==> src/sv/ukf_pkg.sv <==
// Package for the unique-key FIFO: transaction structs, operation and status codes,
// controller states and the command and status bundles between controller and datapath.
// No dependencies.
package ukf_pkg;

   localparam logic [1:0] FUNC_INSERT = 2'd0;
   localparam logic [1:0] FUNC_REMOVE = 2'd1;
   localparam logic [1:0] FUNC_SEARCH = 2'd2;

   localparam logic [2:0] ST_OK       = 3'd0;
   localparam logic [2:0] ST_DUP      = 3'd1;
   localparam logic [2:0] ST_EMPTY    = 3'd2;
   localparam logic [2:0] ST_FULL     = 3'd3;
   localparam logic [2:0] ST_NOTFOUND = 3'd4;

   typedef struct packed {
      logic [1:0]  func;
      logic [31:0] key;
      logic [15:0] payload;
   } req_type;

   typedef struct packed {
      logic [2:0]  status;
      logic [15:0] data_out;
      logic [15:0] head_payload;
      logic [4:0]  count;
      logic        is_empty;
   } rsp_type;

   typedef struct packed {
      logic [31:0] key;
      logic [15:0] payload;
   } row_type;

   typedef enum logic [2:0] {
      S_IDLE,
      S_SCAN_CMP,
      S_SCAN_WAIT,
      S_POP,
      S_HEAD_WAIT,
      S_HEAD_LOAD,
      S_FINISH
   } state_type;

   typedef struct packed {
      logic       load_req;
      logic       scan_next;
      logic       take_match;
      logic       pop;
      logic       load_head;
      logic       finish;
      logic       insert;
      logic [2:0] status;
   } cmd_type;

   typedef struct packed {
      logic       count_zero;
      logic       count_full;
      logic       key_match;
      logic       scan_last;
      logic [1:0] func;
   } sts_type;

endpackage

==> src/sv/ukf_datapath.sv <==
// Datapath of the unique-key FIFO: record memory, head and count registers,
// scan offset and the result register. Depends on ukf_pkg.
module ukf_datapath #(
   parameter int DEPTH = 16
) (
   input  logic            clock,
   input  logic            reset,
   input  ukf_pkg::req_type req_data,
   input  ukf_pkg::cmd_type cmd,
   output ukf_pkg::sts_type sts,
   output ukf_pkg::rsp_type rsp_data
);

   localparam int AW = $clog2(DEPTH);
   localparam int CW = $clog2(DEPTH + 1);
   localparam logic [AW:0]   DEPTH_A = (AW + 1)'(DEPTH);
   localparam logic [CW-1:0] DEPTH_C = CW'(DEPTH);
   localparam logic [AW-1:0] LAST_A  = AW'(DEPTH - 1);

   ukf_pkg::row_type mem [DEPTH];

   ukf_pkg::req_type req_ff, req_in;
   ukf_pkg::row_type rd_ff;
   ukf_pkg::rsp_type rsp_ff, rsp_in;
   logic [AW-1:0]    head_ff, head_in;
   logic [AW-1:0]    offset_ff, offset_in;
   logic [CW-1:0]    count_ff, count_in;
   logic [15:0]      data_ff, data_in;
   logic [15:0]      head_pl_ff, head_pl_in;
   logic [AW-1:0]    rd_addr;
   logic [AW-1:0]    tail_addr;
   logic [AW-1:0]    head_next;

   function automatic logic [AW-1:0] wrap_add(input logic [AW-1:0] a, input logic [AW-1:0] b);
      logic [AW:0] s;
      s = {1'b0, a} + {1'b0, b};
      if (s >= DEPTH_A) begin
         s = s - DEPTH_A;
      end
      return s[AW-1:0];
   endfunction

   assign rd_addr   = wrap_add(head_ff, offset_ff);
   assign tail_addr = wrap_add(head_ff, count_ff[AW-1:0]);
   assign head_next = (head_ff == LAST_A) ? '0 : head_ff + AW'(1);

   assign sts.count_zero = (count_ff == '0);
   assign sts.count_full = (count_ff == DEPTH_C);
   assign sts.key_match  = (rd_ff.key == req_ff.key);
   assign sts.scan_last  = ((CW'(offset_ff) + CW'(1)) == count_ff);
   assign sts.func       = req_ff.func;

   assign rsp_data = rsp_ff;

   always_comb begin
      req_in     = req_ff;
      head_in    = head_ff;
      offset_in  = offset_ff;
      count_in   = count_ff;
      data_in    = data_ff;
      head_pl_in = head_pl_ff;
      if (cmd.load_req) begin
         req_in  = req_data;
         data_in = '0;
      end
      if (cmd.scan_next) begin
         offset_in = offset_ff + AW'(1);
      end
      if (cmd.take_match) begin
         data_in = rd_ff.payload;
      end
      if (cmd.pop) begin
         data_in  = rd_ff.payload;
         head_in  = head_next;
         count_in = count_ff - CW'(1);
      end
      if (cmd.load_head) begin
         head_pl_in = rd_ff.payload;
      end
      if (cmd.finish) begin
         offset_in = '0;
         if (cmd.insert) begin
            count_in = count_ff + CW'(1);
            if (count_ff == '0) begin
               head_pl_in = req_ff.payload;
            end
         end
      end
      rsp_in.status       = cmd.status;
      rsp_in.data_out     = data_ff;
      rsp_in.count        = 5'(count_in);
      rsp_in.is_empty     = (count_in == '0);
      rsp_in.head_payload = (count_in == '0) ? 16'd0 : head_pl_in;
   end

   always_ff @(posedge clock) begin
      if (reset) begin
         head_ff   <= '0;
         offset_ff <= '0;
         count_ff  <= '0;
      end else begin
         head_ff   <= head_in;
         offset_ff <= offset_in;
         count_ff  <= count_in;
      end
   end

   always_ff @(posedge clock) begin
      req_ff     <= req_in;
      data_ff    <= data_in;
      head_pl_ff <= head_pl_in;
      if (cmd.finish) begin
         rsp_ff <= rsp_in;
      end
   end

   always_ff @(posedge clock) begin
      if (cmd.finish && cmd.insert) begin
         mem[tail_addr] <= '{key: req_ff.key, payload: req_ff.payload};
      end
      rd_ff <= mem[rd_addr];
   end

   a_count_bound: assert property (@(posedge clock) disable iff (reset)
      count_ff <= DEPTH_C)
      else $error("Entry count exceeds the queue depth.");

   a_pop_nonempty: assert property (@(posedge clock) disable iff (reset)
      cmd.pop |-> !sts.count_zero)
      else $error("Pop issued on an empty queue.");

   a_insert_room: assert property (@(posedge clock) disable iff (reset)
      (cmd.finish && cmd.insert) |-> !sts.count_full)
      else $error("Insert committed into a full queue.");

endmodule

==> src/sv/ukf_controller.sv <==
// Controller of the unique-key FIFO: sequences insert, remove and search
// transactions and owns the handshake state. Depends on ukf_pkg.
module ukf_controller (
   input  logic             clock,
   input  logic             reset,
   input  logic             req_valid,
   input  logic [1:0]       req_func,
   output logic             req_stall,
   output logic             rsp_valid,
   input  logic             rsp_stall,
   input  ukf_pkg::sts_type sts,
   output ukf_pkg::cmd_type cmd
);

   ukf_pkg::state_type state_ff, state_in;
   logic [2:0]         status_ff, status_in;
   logic               ins_ff, ins_in;
   logic               rsp_valid_ff, rsp_valid_in;

   assign req_stall = (state_ff != ukf_pkg::S_IDLE);
   assign rsp_valid = rsp_valid_ff;

   always_comb begin
      state_in     = state_ff;
      status_in    = status_ff;
      ins_in       = ins_ff;
      rsp_valid_in = rsp_valid_ff && rsp_stall;
      cmd          = '0;
      cmd.status   = status_ff;
      cmd.insert   = ins_ff;
      case (state_ff)
         ukf_pkg::S_IDLE: begin
            if (req_valid) begin
               cmd.load_req = 1'b1;
               status_in    = ukf_pkg::ST_OK;
               ins_in       = 1'b0;
               case (req_func)
                  ukf_pkg::FUNC_INSERT: begin
                     if (sts.count_zero) begin
                        ins_in   = 1'b1;
                        state_in = ukf_pkg::S_FINISH;
                     end else begin
                        state_in = ukf_pkg::S_SCAN_CMP;
                     end
                  end
                  ukf_pkg::FUNC_SEARCH: begin
                     if (sts.count_zero) begin
                        status_in = ukf_pkg::ST_NOTFOUND;
                        state_in  = ukf_pkg::S_FINISH;
                     end else begin
                        state_in = ukf_pkg::S_SCAN_CMP;
                     end
                  end
                  ukf_pkg::FUNC_REMOVE: begin
                     if (sts.count_zero) begin
                        status_in = ukf_pkg::ST_EMPTY;
                        state_in  = ukf_pkg::S_FINISH;
                     end else begin
                        state_in = ukf_pkg::S_POP;
                     end
                  end
                  default: begin
                     state_in = ukf_pkg::S_FINISH;
                  end
               endcase
            end
         end
         ukf_pkg::S_SCAN_CMP: begin
            if (sts.key_match) begin
               if (sts.func == ukf_pkg::FUNC_INSERT) begin
                  status_in = ukf_pkg::ST_DUP;
               end else begin
                  cmd.take_match = 1'b1;
               end
               state_in = ukf_pkg::S_FINISH;
            end else if (sts.scan_last) begin
               if (sts.func == ukf_pkg::FUNC_INSERT) begin
                  if (sts.count_full) begin
                     status_in = ukf_pkg::ST_FULL;
                  end else begin
                     ins_in = 1'b1;
                  end
               end else begin
                  status_in = ukf_pkg::ST_NOTFOUND;
               end
               state_in = ukf_pkg::S_FINISH;
            end else begin
               cmd.scan_next = 1'b1;
               state_in      = ukf_pkg::S_SCAN_WAIT;
            end
         end
         ukf_pkg::S_SCAN_WAIT: begin
            state_in = ukf_pkg::S_SCAN_CMP;
         end
         ukf_pkg::S_POP: begin
            cmd.pop  = 1'b1;
            state_in = ukf_pkg::S_HEAD_WAIT;
         end
         ukf_pkg::S_HEAD_WAIT: begin
            state_in = ukf_pkg::S_HEAD_LOAD;
         end
         ukf_pkg::S_HEAD_LOAD: begin
            cmd.load_head = 1'b1;
            state_in      = ukf_pkg::S_FINISH;
         end
         ukf_pkg::S_FINISH: begin
            if (!(rsp_valid_ff && rsp_stall)) begin
               cmd.finish   = 1'b1;
               rsp_valid_in = 1'b1;
               state_in     = ukf_pkg::S_IDLE;
            end
         end
         default: begin
            state_in = ukf_pkg::S_IDLE;
         end
      endcase
   end

   always_ff @(posedge clock) begin
      if (reset) begin
         state_ff     <= ukf_pkg::S_IDLE;
         status_ff    <= ukf_pkg::ST_OK;
         ins_ff       <= 1'b0;
         rsp_valid_ff <= 1'b0;
      end else begin
         state_ff     <= state_in;
         status_ff    <= status_in;
         ins_ff       <= ins_in;
         rsp_valid_ff <= rsp_valid_in;
      end
   end

   a_rsp_from_finish: assert property (@(posedge clock) disable iff (reset)
      $rose(rsp_valid_ff) |-> $past(state_ff == ukf_pkg::S_FINISH))
      else $error("Response raised outside the finish step.");

   a_insert_ok: assert property (@(posedge clock) disable iff (reset)
      (state_ff == ukf_pkg::S_FINISH && ins_ff) |-> (status_ff == ukf_pkg::ST_OK))
      else $error("Insert committed with a failure status.");

   a_finish_shows: assert property (@(posedge clock) disable iff (reset)
      cmd.finish |=> rsp_valid_ff)
      else $error("Finished transaction did not present a response.");

endmodule

==> src/sv/unique_key_fifo_top.sv <==
// Top level of the unique-key FIFO: joins the controller and the datapath.
// Depends on ukf_pkg, ukf_controller and ukf_datapath.
//
// A bounded FIFO of DEPTH records (32-bit key, 16-bit payload) that refuses duplicate keys;
// every transaction returns one response with status, data, head payload and count. The
// block handles one transaction at a time, and records sit in a simple dual-port memory with
// a registered read, so a key search compares one entry at a time and waits in S_SCAN_WAIT
// before each next compare. An unused code or an operation on an empty queue goes straight
// to S_FINISH; a remove steps through S_POP, S_HEAD_WAIT and S_HEAD_LOAD; an insert or search
// compares at most the count of stored entries. A new transaction is accepted while the
// previous response still waits to be taken; it completes only once that response is taken.
module unique_key_fifo_top #(
   parameter int DEPTH = 16
) (
   input  logic             clock,
   input  logic             reset,
   input  logic             req_valid,
   output logic             req_stall,
   input  ukf_pkg::req_type req_data,
   output logic             rsp_valid,
   input  logic             rsp_stall,
   output ukf_pkg::rsp_type rsp_data
);

   ukf_pkg::cmd_type cmd;
   ukf_pkg::sts_type sts;

   ukf_controller u_ctrl (
      .clock     (clock),
      .reset     (reset),
      .req_valid (req_valid),
      .req_func  (req_data.func),
      .req_stall (req_stall),
      .rsp_valid (rsp_valid),
      .rsp_stall (rsp_stall),
      .sts       (sts),
      .cmd       (cmd)
   );

   ukf_datapath #(
      .DEPTH (DEPTH)
   ) u_dp (
      .clock    (clock),
      .reset    (reset),
      .req_data (req_data),
      .cmd      (cmd),
      .sts      (sts),
      .rsp_data (rsp_data)
   );

endmodule
==> config.mk <==
export PLATFORM = sky130hd
export DESIGN_NAME = unique_key_fifo_top
export DESIGN_NICKNAME = d
export VERILOG_FILES = /design/src/sv/ukf_pkg.sv /design/src/sv/ukf_datapath.sv /design/src/sv/ukf_controller.sv /design/src/sv/unique_key_fifo_top.sv
export SDC_FILE = /design/constraint.sdc
export NUM_CORES = 1
export LEC_CHECK = 0
export BUFFER_PORTS_ARGS = -buffer_cell sky130_fd_sc_hd__buf_2
export CELL_PAD_IN_SITES_DETAIL_PLACEMENT = 0
export CELL_PAD_IN_SITES_GLOBAL_PLACEMENT = 1
export CORE_MARGIN = 3
export CORE_UTILIZATION = 35
export DETAILED_ROUTE_END_ITERATION = 10
export PLACE_DENSITY = 0.56
export SETUP_SLACK_MARGIN = 0.02
export SLEW_MARGIN = 10
export SYNTH_ARGS = -nofsm -noshare
export SYNTH_HDL_FRONTEND = slang
export SYNTH_SLANG_ARGS = --single-unit
==> constraint.sdc <==
create_clock -name clock -period 12.9 [get_ports clock]
set_clock_uncertainty 0.15 [all_clocks]
set_input_delay 1.29 -clock clock [delete_from_list [all_inputs] [get_ports clock]]
set_output_delay 1.29 -clock clock [all_outputs]
set_load 0.05 [all_outputs]
# After elaboration in Yosys (flattened, before gate mapping)

Memory sizes are Yosys's and may differ from the RTL's. A register that Yosys moved wholly into a read port is not among the register bits.
Index checks and enable logic that the tools add are counted.
W data, S select, Z words.

Output and inout bits: 43
Memory bits (writable): 768
Register bits: 144
Input bits: 54
Memory bits (read-only): 0
Bits in latches: 0
Memories: 1

Muxes and demuxes: 53
Add/subtract/negate cells: 9
Div/mod/pow operators: 0
Equal/unequal tests: 21
Shifts and indexed selects: 0
Order comparisons: 2
Bitwise operators: 0
Reductions and logical operators: 15
Multipliers: 0

Memory list:

| name     | depth | width | rd ports | clocked after Yosys merged registers in | write ports | RTL line           | source |
|---|---|---|---|---|---|---|---|
| u_dp.mem | 16    | 48    | 1        | 1                                       | 1           | ukf_datapath.sv:20 | `ukf_pkg::row_type mem [DEPTH];` |

Operators with widths:

| cell                  | count |
|---|---|
| $mux W16              | 7 |
| $mux W3               | 13 |
| $eq A32 B32 Y1        | 1 |
| $pmux W3 S7           | 1 |
| $mux W1               | 20 |
| $pmux W3 S2           | 3 |
| $mux W5               | 3 |
| $mux W4               | 3 |
| $add A4 B4 Y5         | 2 |
| $ge A5 B5 Y1 const B  | 2 |
| $logic_not A5 Y1      | 2 |
| $ne A2 B2 Y1 const B  | 5 |
| $eq A3 B3 Y1 const B  | 3 |
| $add A4 B1 Y4 const B | 2 |
| $sub A4 B1 Y4 const B | 2 |
| $eq A3 B2 Y1 const B  | 2 |
| $reduce_and A6 Y1     | 1 |
| $reduce_bool A3 Y1    | 2 |
| $add A4 B1 Y5 const B | 1 |
| $add A5 B1 Y5 const B | 1 |
| $eq A5 B5 Y1          | 1 |
| $eq A5 B5 Y1 const B  | 1 |
| $reduce_and A5 Y1     | 1 |
| $sub A5 B1 Y5 const B | 1 |
| 16 further kinds      | 20 |

# Depth between registers and ports, before layout

Gate-level depths: netlist of the first run.

Depth after elaboration: 7
Mapped depth: 9
Gate-level depth less buffers: 8

# Cells and area by module

A second synthesis of the first run with hierarchy kept.

Cell total of the unflattened synthesis: 1762
Area, all modules: 36359.9 um^2

By module, submodules not included:

| module         | area an instance (um^2) | times used | cells an instance |
|---|---|---|---|
| ukf_datapath   | 35735.5                 | 1          | 1687 |
| ukf_controller | 624.3                   | 1          | 75 |

# Worst setup path before layout of the first run

Ideal clock, no wire load.

Kind: input to register
From: input req_valid
To: register u_dp.data_ff[0] (enable)
Stages: 3
Path buffers: 0
Arrival: 7.135 ns
Data required time: 12.375 ns
Setup slack: 5.240 ns
Cells stage by stage: nor2_1 -> nor4_1 -> nand2b_1

RTL lines:

| element                | RTL line                  | source |
|---|---|---|
| start: declaration     | unique_key_fifo_top.sv:17 | `input logic req_valid,` |
| end signal: assignment | ukf_datapath.sv:110       | `data_ff <= data_in;` |
| end: declaration       | ukf_datapath.sv:28        | `logic [15:0] data_ff, data_in;` |

# Worst setup path in the final report of the first run

From: register u_dp.req_ff[20] (netlist bit)
To: register u_dp.data_ff[5] (enable)

Longest elaborated chain between the ends: 4

Ends and longest elaborated chain:

| element                      | RTL line             | source |
|---|---|---|
| start: declaration           | ukf_datapath.sv:22   | `ukf_pkg::req_type req_ff, req_in;` |
| start signal: assignment     | ukf_datapath.sv:109  | `req_ff <= req_in;` |
| $eq A32 B32 Y1               | ukf_datapath.sv:49   | `assign sts.key_match = (rd_ff.key == req_ff.key);` |
| $mux W1                      | ukf_controller.sv:69 | `if (sts.key_match) begin` |
| $mux W2                      | ukf_controller.sv:31 | `case (state_ff)` |
| $reduce_bool A3 Y1 (no line) | -                    |  |

Every way passes these cells.
A chain may end at the register's enable or synchronous reset.

==> flow_metrics.py, run 1 <==
metrics = {
    "final_layout": {
        "nFillCells": 9093,
        "finalNetCount": 2015,
        "final_area_sq_mm": 0.0418,
        "syn2layout_area_growth_pct": 15.7,
        "final_core_util_pct": 40.9,
        "drive_gt1_share_pct": 24.8,
        "stdcell_count": 3401,
    },
    "detailed_routing": {
        "wl_microns": 82900,
        "ant_nets": 0,
        "num_vias": 17200,
        "firstDrtPassIters": 5,
        "wl_per_cell_microns": 24.4,
        "drc": 0,
        "drt_iter0_markers": 1320,
        "vias_per_cell": 5.06,
    },
    "pwr": {
        "swShare_pct": 23.4,
        "power.leakage_nw": 13.4,
        "clockPowerShare_pct": 38.7,
        "p_comb_share_pct": 10.0,
        "power_frac_seq_pct": 51.3,
        "p_sw_w": 0.00178,
        "powerDensity_mw_per_mm2": 181,
        "internal_power_w": 0.00580,
        "peakVddDrop_v": 0.000104,
    },
    "synth": {
        "synth_top_area_cell": "edfxtp_1",
        "async_flop_share_pct": 0,
        "syn_nets": 1870,
        "synthCells": 1799,
        "synth_seq_area_share_pct": 77.4,
        "syn_area_sq_mm": 0.0362,
        "synth_ff_type": "edfxtp_1",
        "synth_seq_cells": 960,
        "yosys_warnings": 0,
        "synth.avg_cell_area_sq_um": 20.1,
        "ys_types": 54,
        "yosysTopAreaCellShare_pct": 72.7,
        "synth-edff-count": 875,
        "synthTopCellsByArea": "edfxtp_1 (73%), mux4_2 (12%), dfxtp_1 (4.7%), nand2_1 (1.2%), xnor2_1 (1.1%)",
    },
    "placement": {
        "port_buffers": 96,
        "place.gp.congestion": 0.711,
        "dp_hpwl_microns": 43000,
        "place_area_sq_mm": 0.0385,
        "dp_cells": 3210,
        "post-place-ws_ns": 8.44,
    },
    "cts": {
        "cts_tree": "yes",
        "post_cts_buffers": 0,
        "path_clk_slew_ns": 0.06,
        "cts-hold-fix-buffers": 0,
        "cts_resized": 0,
        "htree_levels": 3,
        "insertion_delay_ns": 0.67,
        "clkSinkCount": 960,
        "root_buffer": "clkbuf_16",
        "clockBufferDepth": 3,
        "numCtsBuffers": 100,
    },
    "die": {
        "num_io_pins": 97,
        "initial_utilization_pct": 35.4,
        "die_h_microns": 327,
        "fp-row-count": 117,
        "die-area_sq_mm": 0.107,
        "die_w_microns": 327,
        "coreArea_sq_mm": 0.102,
    },
    "setup_path": {
        "crit_required_ns": 13.02,
        "path_cells": "xnor2_1 -> nand4_1 -> nor4_2 -> buf_4 -> nand4_1 -> and2_1 -> nand2b_1",
        "worst-path-buf-inv": 1,
        "crit_top_cell": "nand4_1",
        "critPathCaptureType": "register",
        "cpPeakStageDelay_ns": 0.70,
        "crit_family": "simple AND/OR/NAND/NOR gates",
        "cp.arrival_ns": 4.35,
        "crit_type": "reg -> reg",
        "startpoint_type": "register",
        "worst_path_max_delay_cell": "nand2b_1",
        "crit_fanout": 17,
    },
    "hold_path": {
        "worst_hold_path_type": "reg -> reg",
    },
    "sta": {
        "relSlewSlack_pct": 27.2,
        "setup_viol": 0,
        "rsz0062_at_grt": "no",
        "hold_viol": 0,
        "max_freq_mhz": 237,
        "slew_violations": 0,
        "tightest_slew_ns": 1.09,
        "layout_min_cycle_time_ns": 4.23,
        "post-route-period-util_pct": 32.8,
        "setup_ws_ns": 8.67,
        "tns_ns": 0,
    },
    "grt": {
        "top_usage_layer": "met2",
        "grt.total_usage_pct": 15.6,
        "met3_usage_pct": 2.68,
        "overflow": 0,
        "grt_pass1_vias": 18400,
        "grt_pass1_wl_microns": 123000,
        "met1_usage_pct": 21.3,
        "grt_max_degree": 96,
        "grt_antenna_before_repair": 1,
        "grt_use_met2_pct": 25.8,
    },
    "outcome": {
        "status": "complete, no violations",
    },
    "flow_run": {
        "drv_cap": 0,
    },
}
## cell usage in the layout (no fill, tap or decap), types with 11 or more instances in the layout
| cell | synthesis | layout |
|---|---|---|
| nor2_4 | 0 | 16 |
| ha_1 | 15 | 14 |
| clkbuf_8 | 0 | 12 |
| and2_1 | 55 | 55 |
| buf_2 | 23 | 96 |
| clkbuf_1 | 52 | 32 |
| a211oi_1 | 50 | 50 |
| buf_4 | 0 | 33 |
| nor2_1 | 48 | 32 |
| clkbuf_16 | 0 | 103 |
| edfxtp_1 | 875 | 875 |
| a31oi_1 | 52 | 52 |
| a21oi_1 | 31 | 30 |
| dfxtp_1 | 85 | 85 |
| mux2i_1 | 18 | 18 |
| clkinv_2 | 0 | 15 |
| xnor2_1 | 47 | 45 |
| inv_1 | 12 | 12 |
| nor2b_1 | 32 | 32 |
| bufinv_16 | 0 | 11 |
| mux4_2 | 192 | 192 |
| nand2_1 | 115 | 115 |
## metrics by stage
stage	hold WS, ns	power, W
floorplan	0.250	0.00446
global placement	0.254	0.00472
detailed placement	0.255	0.00474
CTS	0.269	0.00769
global route	0.276	0.00789
finish	0.267	0.00758
## final timing paths
check | from | endpoint | slack [ns] | cells past startpoint
min | u_dp.data_ff[8]$_DFFE_PP_ | u_dp.rsp_data[30]$_DFFE_PP_ | 0.27 | 0
min reg2reg | u_dp.data_ff[8]$_DFFE_PP_ | u_dp.rsp_data[30]$_DFFE_PP_ | 0.27 | 0
max reg2reg | u_dp.req_ff[20]$_DFFE_PP_ | u_dp.data_ff[5]$_DFFE_PP_ | 8.67 | 7
max | u_dp.req_ff[20]$_DFFE_PP_ | u_dp.data_ff[5]$_DFFE_PP_ | 8.67 | 7
## sequential cells by signal (all words and copies together), names as in the netlist, 5 cells and up
register / flops
u_dp.count_ff: 5
u_dp.data_ff: 16
u_dp.head_pl_ff: 16
u_dp.mem: 768
u_dp.rd_ff: 48
u_dp.req_ff: 48
u_dp.rsp_data: 41
## Yosys cell counts (3+ instances only)
master and n:
nand3_1 6, mux4_2 192, xor2_1 5, mux2i_1 18, inv_1 12, xnor2_1 47
nand4_1 10, nand3b_1 4, buf_1 11, ha_1 15, nor2_1 48, and3_1 3
nand2b_1 6, or2_2 4, a31oi_1 52, edfxtp_1 875, nand2_1 115, buf_2 23
a211oi_1 50, o21ai_0 6, clkbuf_1 52, dfxtp_1 85, nor3_1 4, or3_1 3
and2_1 55, a21oi_1 31, nor2b_1 32
## power groups by stage
stage                     sequential (W)  combinational, W  clock (W)
after floorplan                  0.00389          0.000574          0
after global placement           0.00394          0.000777          0
after detailed placement         0.00396          0.000781          0
after CTS                        0.00389          0.000783    0.00301
after global routing             0.00392          0.000832    0.00314
final                            0.00389          0.000756    0.00293
## area by class of cell
cell class,instances,area [sq um],share of cell area [%]
Clock inverter,43,520,1.24
Antenna cell,1,2.50,0.00598
Multi-Input combinational cell,740,7970,19.0
Sequential cell,960,28000,66.9
Timing Repair Buffer,130,748,1.79
Tap cell,1368,1710,4.09
Inverter,12,45.0,0.108
Clock buffer,147,2860,6.84
## cell families after synthesis
logic type	share of synthesized area [%]
AOI/OAI and AO/OA	3.03
xor gates and xnor gates	1.26
adders and majority gates	0.630
buffers and inverters	1.13
DFF	77.4
muxes	12.5
and+or+nand+nor	4.13
## metal layers
metal | vias up | share of wire (%)
li1 | 7566 | -
met1 | 9135 | 45
met2 | 369 | 49
met3 | 124 | 4.2
met4 | 0 | 2.2
met5 | - | 0
No activity file was read; power rests on OpenSTA's default activity.
==> run 2, diff against run 1 <==
PLACE_DENSITY = 0.58   (was 0.56)
clock period = 3.8 ns   (was 12.9 ns; I/O delays follow)
==> run 2 against run 1 <==
- sequential power grew to 3.4 times the previous value
- die area is the same
- core utilization grew 1.1 points
- critical path depth grew 1
- sequential share of layout area shrank 1.8 points
- combinational power grew to 3.7 times the previous value
- clock-buffer cell count grew 3
- design area grew 2.8%
- global-route usage grew 0.089 points
- routed wire length grew 0.46%
- register-to-register slack lost 8.1 ns
==> flow_metrics.py, run 2 (synthesis results as in run 1) <==
metrics = {
    "outcome": {
        "status": "complete, no violations",
    },
    "sta": {
        "post-route-period-util_pct": 85.4,
        "slew_violations": 0,
        "hold_viol": 0,
        "layout_min_cycle_time_ns": 3.25,
        "max_freq_mhz": 308,
        "rsz0062_at_grt": "no",
        "tns_ns": 0,
        "tightest_slew_ns": 0.840,
        "relSlewSlack_pct": 43.7,
        "setup_viol": 0,
    },
    "die": {
        "fp-row-count": 117,
        "coreArea_sq_mm": 0.102,
        "initial_utilization_pct": 35.4,
        "die_h_microns": 327,
        "die_w_microns": 327,
        "die-area_sq_mm": 0.107,
        "num_io_pins": 97,
    },
    "hold_path": {
        "worst_hold_path_type": "reg -> reg",
        "hold_depth": 0,
    },
    "setup_path": {
        "critPathCaptureType": "register",
        "crit_required_ns": 4.00,
        "rrSetupSlack_ns": 0.55,
        "worst_path_max_delay_cell": "nor4_2",
        "crit_type": "reg -> reg",
        "startpoint_type": "register",
        "path_cells": "xnor2_1 -> nand4_1 -> nor4_2 -> buf_4 -> nand4_1 -> and2_1 -> nand2b_1 -> buf_12",
        "crit_top_cell": "nand4_1",
        "cp.arrival_ns": 3.44,
        "path_depth": 8,
        "worst-path-buf-inv": 2,
        "crit_family": "simple AND/OR/NAND/NOR gates",
        "r2r_cells": 8,
        "cpPeakStageDelay_ns": 0.65,
        "crit_fanout": 17,
    },
    "final_layout": {
        "stdcell_count": 3487,
        "syn2layout_area_growth_pct": 18.9,
        "finalNetCount": 2102,
        "layout_common_cells": "edfxtp_1 (875), mux4_2 (192), nand2_1 (115)",
        "layout_commonest_cell": "edfxtp_1",
        "reg.largest.list": "u_dp.mem x768, u_dp.rd_ff x48, u_dp.req_ff x48",
        "largest-register": "u_dp.mem",
        "largest_reg_flops": 768,
        "nFillCells": 9034,
        "drive_gt1_share_pct": 25.3,
    },
    "grt": {
        "grt_pass1_vias": 18700,
        "overflow": 0,
        "grt.total_usage_pct": 15.6,
        "grt_antenna_before_repair": 0,
        "grt_max_degree": 97,
        "grt_pass1_wl_microns": 124000,
    },
    "cts": {
        "post_cts_buffers": 0,
        "root_buffer": "clkbuf_16",
        "insertion_delay_ns": 0.66,
        "htree_levels": 3,
        "cts_resized": 0,
        "cts_tree": "yes",
        "clockBufferDepth": 3,
        "cts-hold-fix-buffers": 53,
        "path_clk_slew_ns": 0.06,
        "clkSinkCount": 960,
        "numCtsBuffers": 99,
    },
    "detailed_routing": {
        "highest_layer": "met4",
        "num_vias": 17600,
        "drt_iter0_markers": 1297,
        "wl_microns": 83300,
        "ant_nets": 0,
        "vias_per_cell": 5.05,
        "wl_per_cell_microns": 23.9,
        "wl_met3_microns": 3340,
        "wl_met2_microns": 40300,
        "firstDrtPassIters": 5,
        "wl_met1_microns": 37900,
        "drc": 0,
    },
    "placement": {
        "dp_cells": 3245,
        "dp_hpwl_microns": 41600,
        "port_buffers": 96,
        "place.gp.congestion": 0.714,
    },
    "pwr": {
        "powerDensity_mw_per_mm2": 603,
        "p_total_w": 0.0259,
        "peakVddDrop_v": 0.000487,
        "power.leakage_nw": 13.9,
    },
    "flow_run": {
        "drv_cap": 0,
    },
}
==> run 2: power breakdown <==
group          internal [W]  total [W]  switching, W
sequential           0.0125     0.0132      0.000652
clock               0.00601    0.00999       0.00398
combinational       0.00139    0.00277       0.00137
==> run 2: worst reg2reg max path, cell delays in order (launching register included) <==
cell and delay [ns]:
edfxtp_1 0.60, xnor2_1 0.30, nand4_1 0.39, nor4_2 0.66, buf_4 0.25, nand4_1 0.11
and2_1 0.19, nand2b_1 0.11, buf_12 0.16
==> run 2: per-layer routing <==
layer  up-vias  GRT usage, %
met5         -             0
met4         0          4.01
met3       113          2.28
met2       408          25.7
met1      9347          22.0
li1       7751             -
==> run 2: path summary, 6_finish.rpt <==
| kind | endpoint | from |
|---|---|---|
| max | u_dp.data_ff[15]$_DFFE_PP_ | u_dp.req_ff[23]$_DFFE_PP_ |
| min | u_dp.rsp_data[37]$_DFFE_PP_ | u_dp.data_ff[15]$_DFFE_PP_ |
| max reg2reg | u_dp.data_ff[15]$_DFFE_PP_ | u_dp.req_ff[23]$_DFFE_PP_ |
| min reg2reg | u_dp.rsp_data[37]$_DFFE_PP_ | u_dp.data_ff[15]$_DFFE_PP_ |
==> run 2: metrics by stage <==
stage	utilization [%]	instance area [sq um]	hold slack, ns	setup WS, ns
final	42.1	43000	0.268	0.555
after global routing	42.1	43000	0.262	0.357
after CTS	42.1	43000	0.230	0.456
after detailed placement	38.3	39100	0.255	0.474
after global placement	38.3	39100	0.253	0.515
after floorplan	-	36200	0.250	-0.312
==> run 2: area by class of cell <==
class | instances | area [sq um] | share of cell area, %
Inverter | 12 | 45.0 | 0.105
Sequential cell | 960 | 28000 | 65.1
Tap cell | 1368 | 1710 | 3.98
Clock buffer | 150 | 2850 | 6.63
Timing Repair Buffer | 218 | 1900 | 4.43
Multi-Input combinational cell | 740 | 7980 | 18.6
Antenna cell | 1 | 2.50 | 0.00582
Clock inverter | 38 | 526 | 1.22
==> run 3, diff against run 2 <==
CORE_UTILIZATION = 49   (was 35)
PLACE_DENSITY = 0.76   (was 0.58)
SKIP_LAST_GASP = 1   (was not set)
==> run 3 against run 2 <==
- combinational power shrank 3%
- sequential cell count is the same
- routed wire length shrank 9.4%
- die area shrank 28%
- critical path depth is the same
- sequential power is essentially flat
- clock power shrank 5.3%
- clock-buffer cell count shrank 17
- register-to-register slack gained 0.02 ns
- setup slack gained 0.021 ns
- global-route usage grew 4.2 points
- largest power group unchanged
==> flow_metrics.py, run 3 (synthesis results as in run 1) <==
metrics = {
    "placement": {
        "dp_hpwl_microns": 37900,
        "port_buffers": 96,
        "dp_cells": 2811,
        "place_area_sq_mm": 0.0384,
        "place.gp.congestion": 0.745,
    },
    "setup_path": {
        "crit_type": "reg -> reg",
        "path_cells": "ha_4 -> inv_1 -> fa_4 -> buf_12 -> mux4_2 -> and2_1 -> a211oi_1 -> a31oi_1",
        "crit_required_ns": 4.12,
        "cp.arrival_ns": 3.54,
        "crit_fanout": 61,
        "rrSetupSlack_ns": 0.58,
        "startpoint_type": "register",
        "rr_endpoint": "u_dp.rd_ff[25]$_DFF_P_",
        "critPathCaptureType": "register",
        "worst_path_max_delay_cell": "fa_4",
        "cpPeakStageDelay_ns": 0.93,
        "r2r_cells": 8,
        "reg2reg_from": "u_dp.head_ff[0]$_SDFFE_PP0P_",
    },
    "grt": {
        "grt_pass1_vias": 18300,
        "overflow": 0,
        "grt_max_degree": 82,
        "grt_pass1_wl_microns": 115000,
        "grt.total_usage_pct": 19.8,
        "grt_antenna_before_repair": 1,
    },
    "cts": {
        "clkSinkCount": 960,
        "clockBufferDepth": 3,
        "insertion_delay_ns": 0.66,
        "post_cts_buffers": 0,
        "path_clk_slew_ns": 0.06,
        "root_buffer": "clkbuf_16",
        "cts_tree": "yes",
        "numCtsBuffers": 97,
        "htree_levels": 3,
    },
    "final_layout": {
        "syn2layout_area_growth_pct": 16.5,
        "stdcell_count": 3046,
        "reg.largest.list": "u_dp.mem x768, u_dp.rd_ff x48, u_dp.req_ff x48",
        "layout_common_cells": "edfxtp_1 (875), mux4_2 (192), nand2_1 (115)",
        "finalNetCount": 2084,
        "largest-register": "u_dp.mem",
        "nFillCells": 5251,
        "largest_reg_flops": 768,
        "final_area_sq_mm": 0.0421,
        "drive_gt1_share_pct": 24.5,
        "antennaDiodeCount": 0,
        "layout_commonest_cell": "edfxtp_1",
    },
    "die": {
        "fp-row-count": 98,
        "num_io_pins": 97,
        "die-area_sq_mm": 0.0771,
        "coreArea_sq_mm": 0.0723,
        "die_w_microns": 278,
        "die_h_microns": 278,
        "initial_utilization_pct": 50.0,
    },
    "hold_path": {
        "worst_hold_path_type": "reg -> reg",
        "hold_path.startpoint": "u_dp.data_ff[8]$_DFFE_PP_",
        "hold_depth": 0,
        "min_to": "u_dp.rsp_data[30]$_DFFE_PP_",
    },
    "detailed_routing": {
        "ant_nets": 0,
        "num_vias": 17600,
        "vias_per_cell": 5.78,
        "wl_per_cell_microns": 24.8,
        "drc": 0,
        "drt_iter0_markers": 1526,
        "wl_microns": 75500,
        "firstDrtPassIters": 5,
    },
    "sta": {
        "layout_min_cycle_time_ns": 3.22,
        "hold_viol": 0,
        "relSlewSlack_pct": 26.6,
        "rsz0062_at_grt": "no",
        "tightest_slew_ns": 1.10,
        "post-route-period-util_pct": 84.9,
        "max_freq_mhz": 310,
        "slew_violations": 0,
        "setup_viol": 0,
    },
    "flow_run": {
        "drv_cap": 0,
    },
    "pwr": {
        "peakVddDrop_v": 0.000420,
        "powerDensity_mw_per_mm2": 601,
        "power.leakage_nw": 13.7,
        "p_total_w": 0.0253,
    },
    "outcome": {
        "status": "complete, no violations",
    },
}
run 3: cell types whose count changed in the layout (fill, tap and decap cells not counted), sizes merged, moves of 2 or more:
cell,before,now
clkinv,20,30
buf,165,149
clkbuf,150,133
clkinvlp,2,4
bufinv,12,10
run 3: critical path: cells and delay by family (launching register included):
kind	cells	cell delay [ns]
adders and majority gates	2	1.11
DFF	1	0.48
buffers and inverters	2	0.41
muxes	1	0.35
AOI/OAI and AO/OA	2	0.31
and+or+nand+nor	1	0.16
run 3: cell type report:
class                           count  area, sq um  share of cell area [%]
Clock buffer                      133         2650                    6.30
Sequential cell                   960        28000                    66.4
Inverter                           12         45.0                   0.107
Tap cell                          950         1190                    2.82
Timing Repair Buffer              202         1730                    4.12
Multi-Input combinational cell    740         7980                    18.9
Clock inverter                     49          547                    1.30
run 3: metrics by stage:
stage / util (%) / hold slack (ns) / worst slack (ns) / TNS, ns
finish: 58.2 / 0.268 / 0.575 / 0
global route: 58.2 / 0.266 / 0.411 / 0
floorplan: - / 0.250 / -0.312 / -44.88
CTS: 58.2 / 0.243 / 0.570 / 0
global placement: 53.1 / 0.252 / 0.609 / 0
detailed placement: 53.1 / 0.255 / 0.584 / 0
run 3: how the worst max path moves through the flow:
stage	slack [ns]	end	start
final	0.58	u_dp.rd_ff[25]$_DFF_P_	u_dp.head_ff[0]$_SDFFE_PP0P_
after global routing	0.41	u_dp.rd_ff[19]$_DFF_P_	u_dp.head_ff[0]$_SDFFE_PP0P_
after CTS	0.57	u_dp.rd_ff[20]$_DFF_P_	u_dp.offset_ff[0]$_SDFFE_PP0P_
after detailed placement	0.58	u_dp.rd_ff[20]$_DFF_P_	u_dp.offset_ff[0]$_SDFFE_PP0P_
after global placement	0.61	u_dp.rd_ff[5]$_DFF_P_	u_dp.offset_ff[0]$_SDFFE_PP0P_
after floorplan	-0.31	u_dp.mem[12][0]$_DFFE_PP_	u_dp.head_ff[0]$_SDFFE_PP0P_
run 3: timing repair:
item | 4_1_cts | 5_1_grt
setup endpoints to repair | 0 | 0
endpoints found under the hold margin | 61 | 0
resized for setup | 0 | 0
hold buffers | 53 | 0
run 3: metal layers:
metal  share of wire (%)  global-route usage, %  up-vias
met5                   0                      0        -
li1                    -                      -     7710
met3                 6.9                   3.52      122
met1                  42                   28.2     9182
met4                 2.5                   5.77        0
met2                  49                   32.0      582
run 3: report_power, final:
part	switching, W	total (W)	internal [W]
combinational	0.00136	0.00270	0.00134
sequential	0.000630	0.0131	0.0125
clock	0.00387	0.00946	0.00559
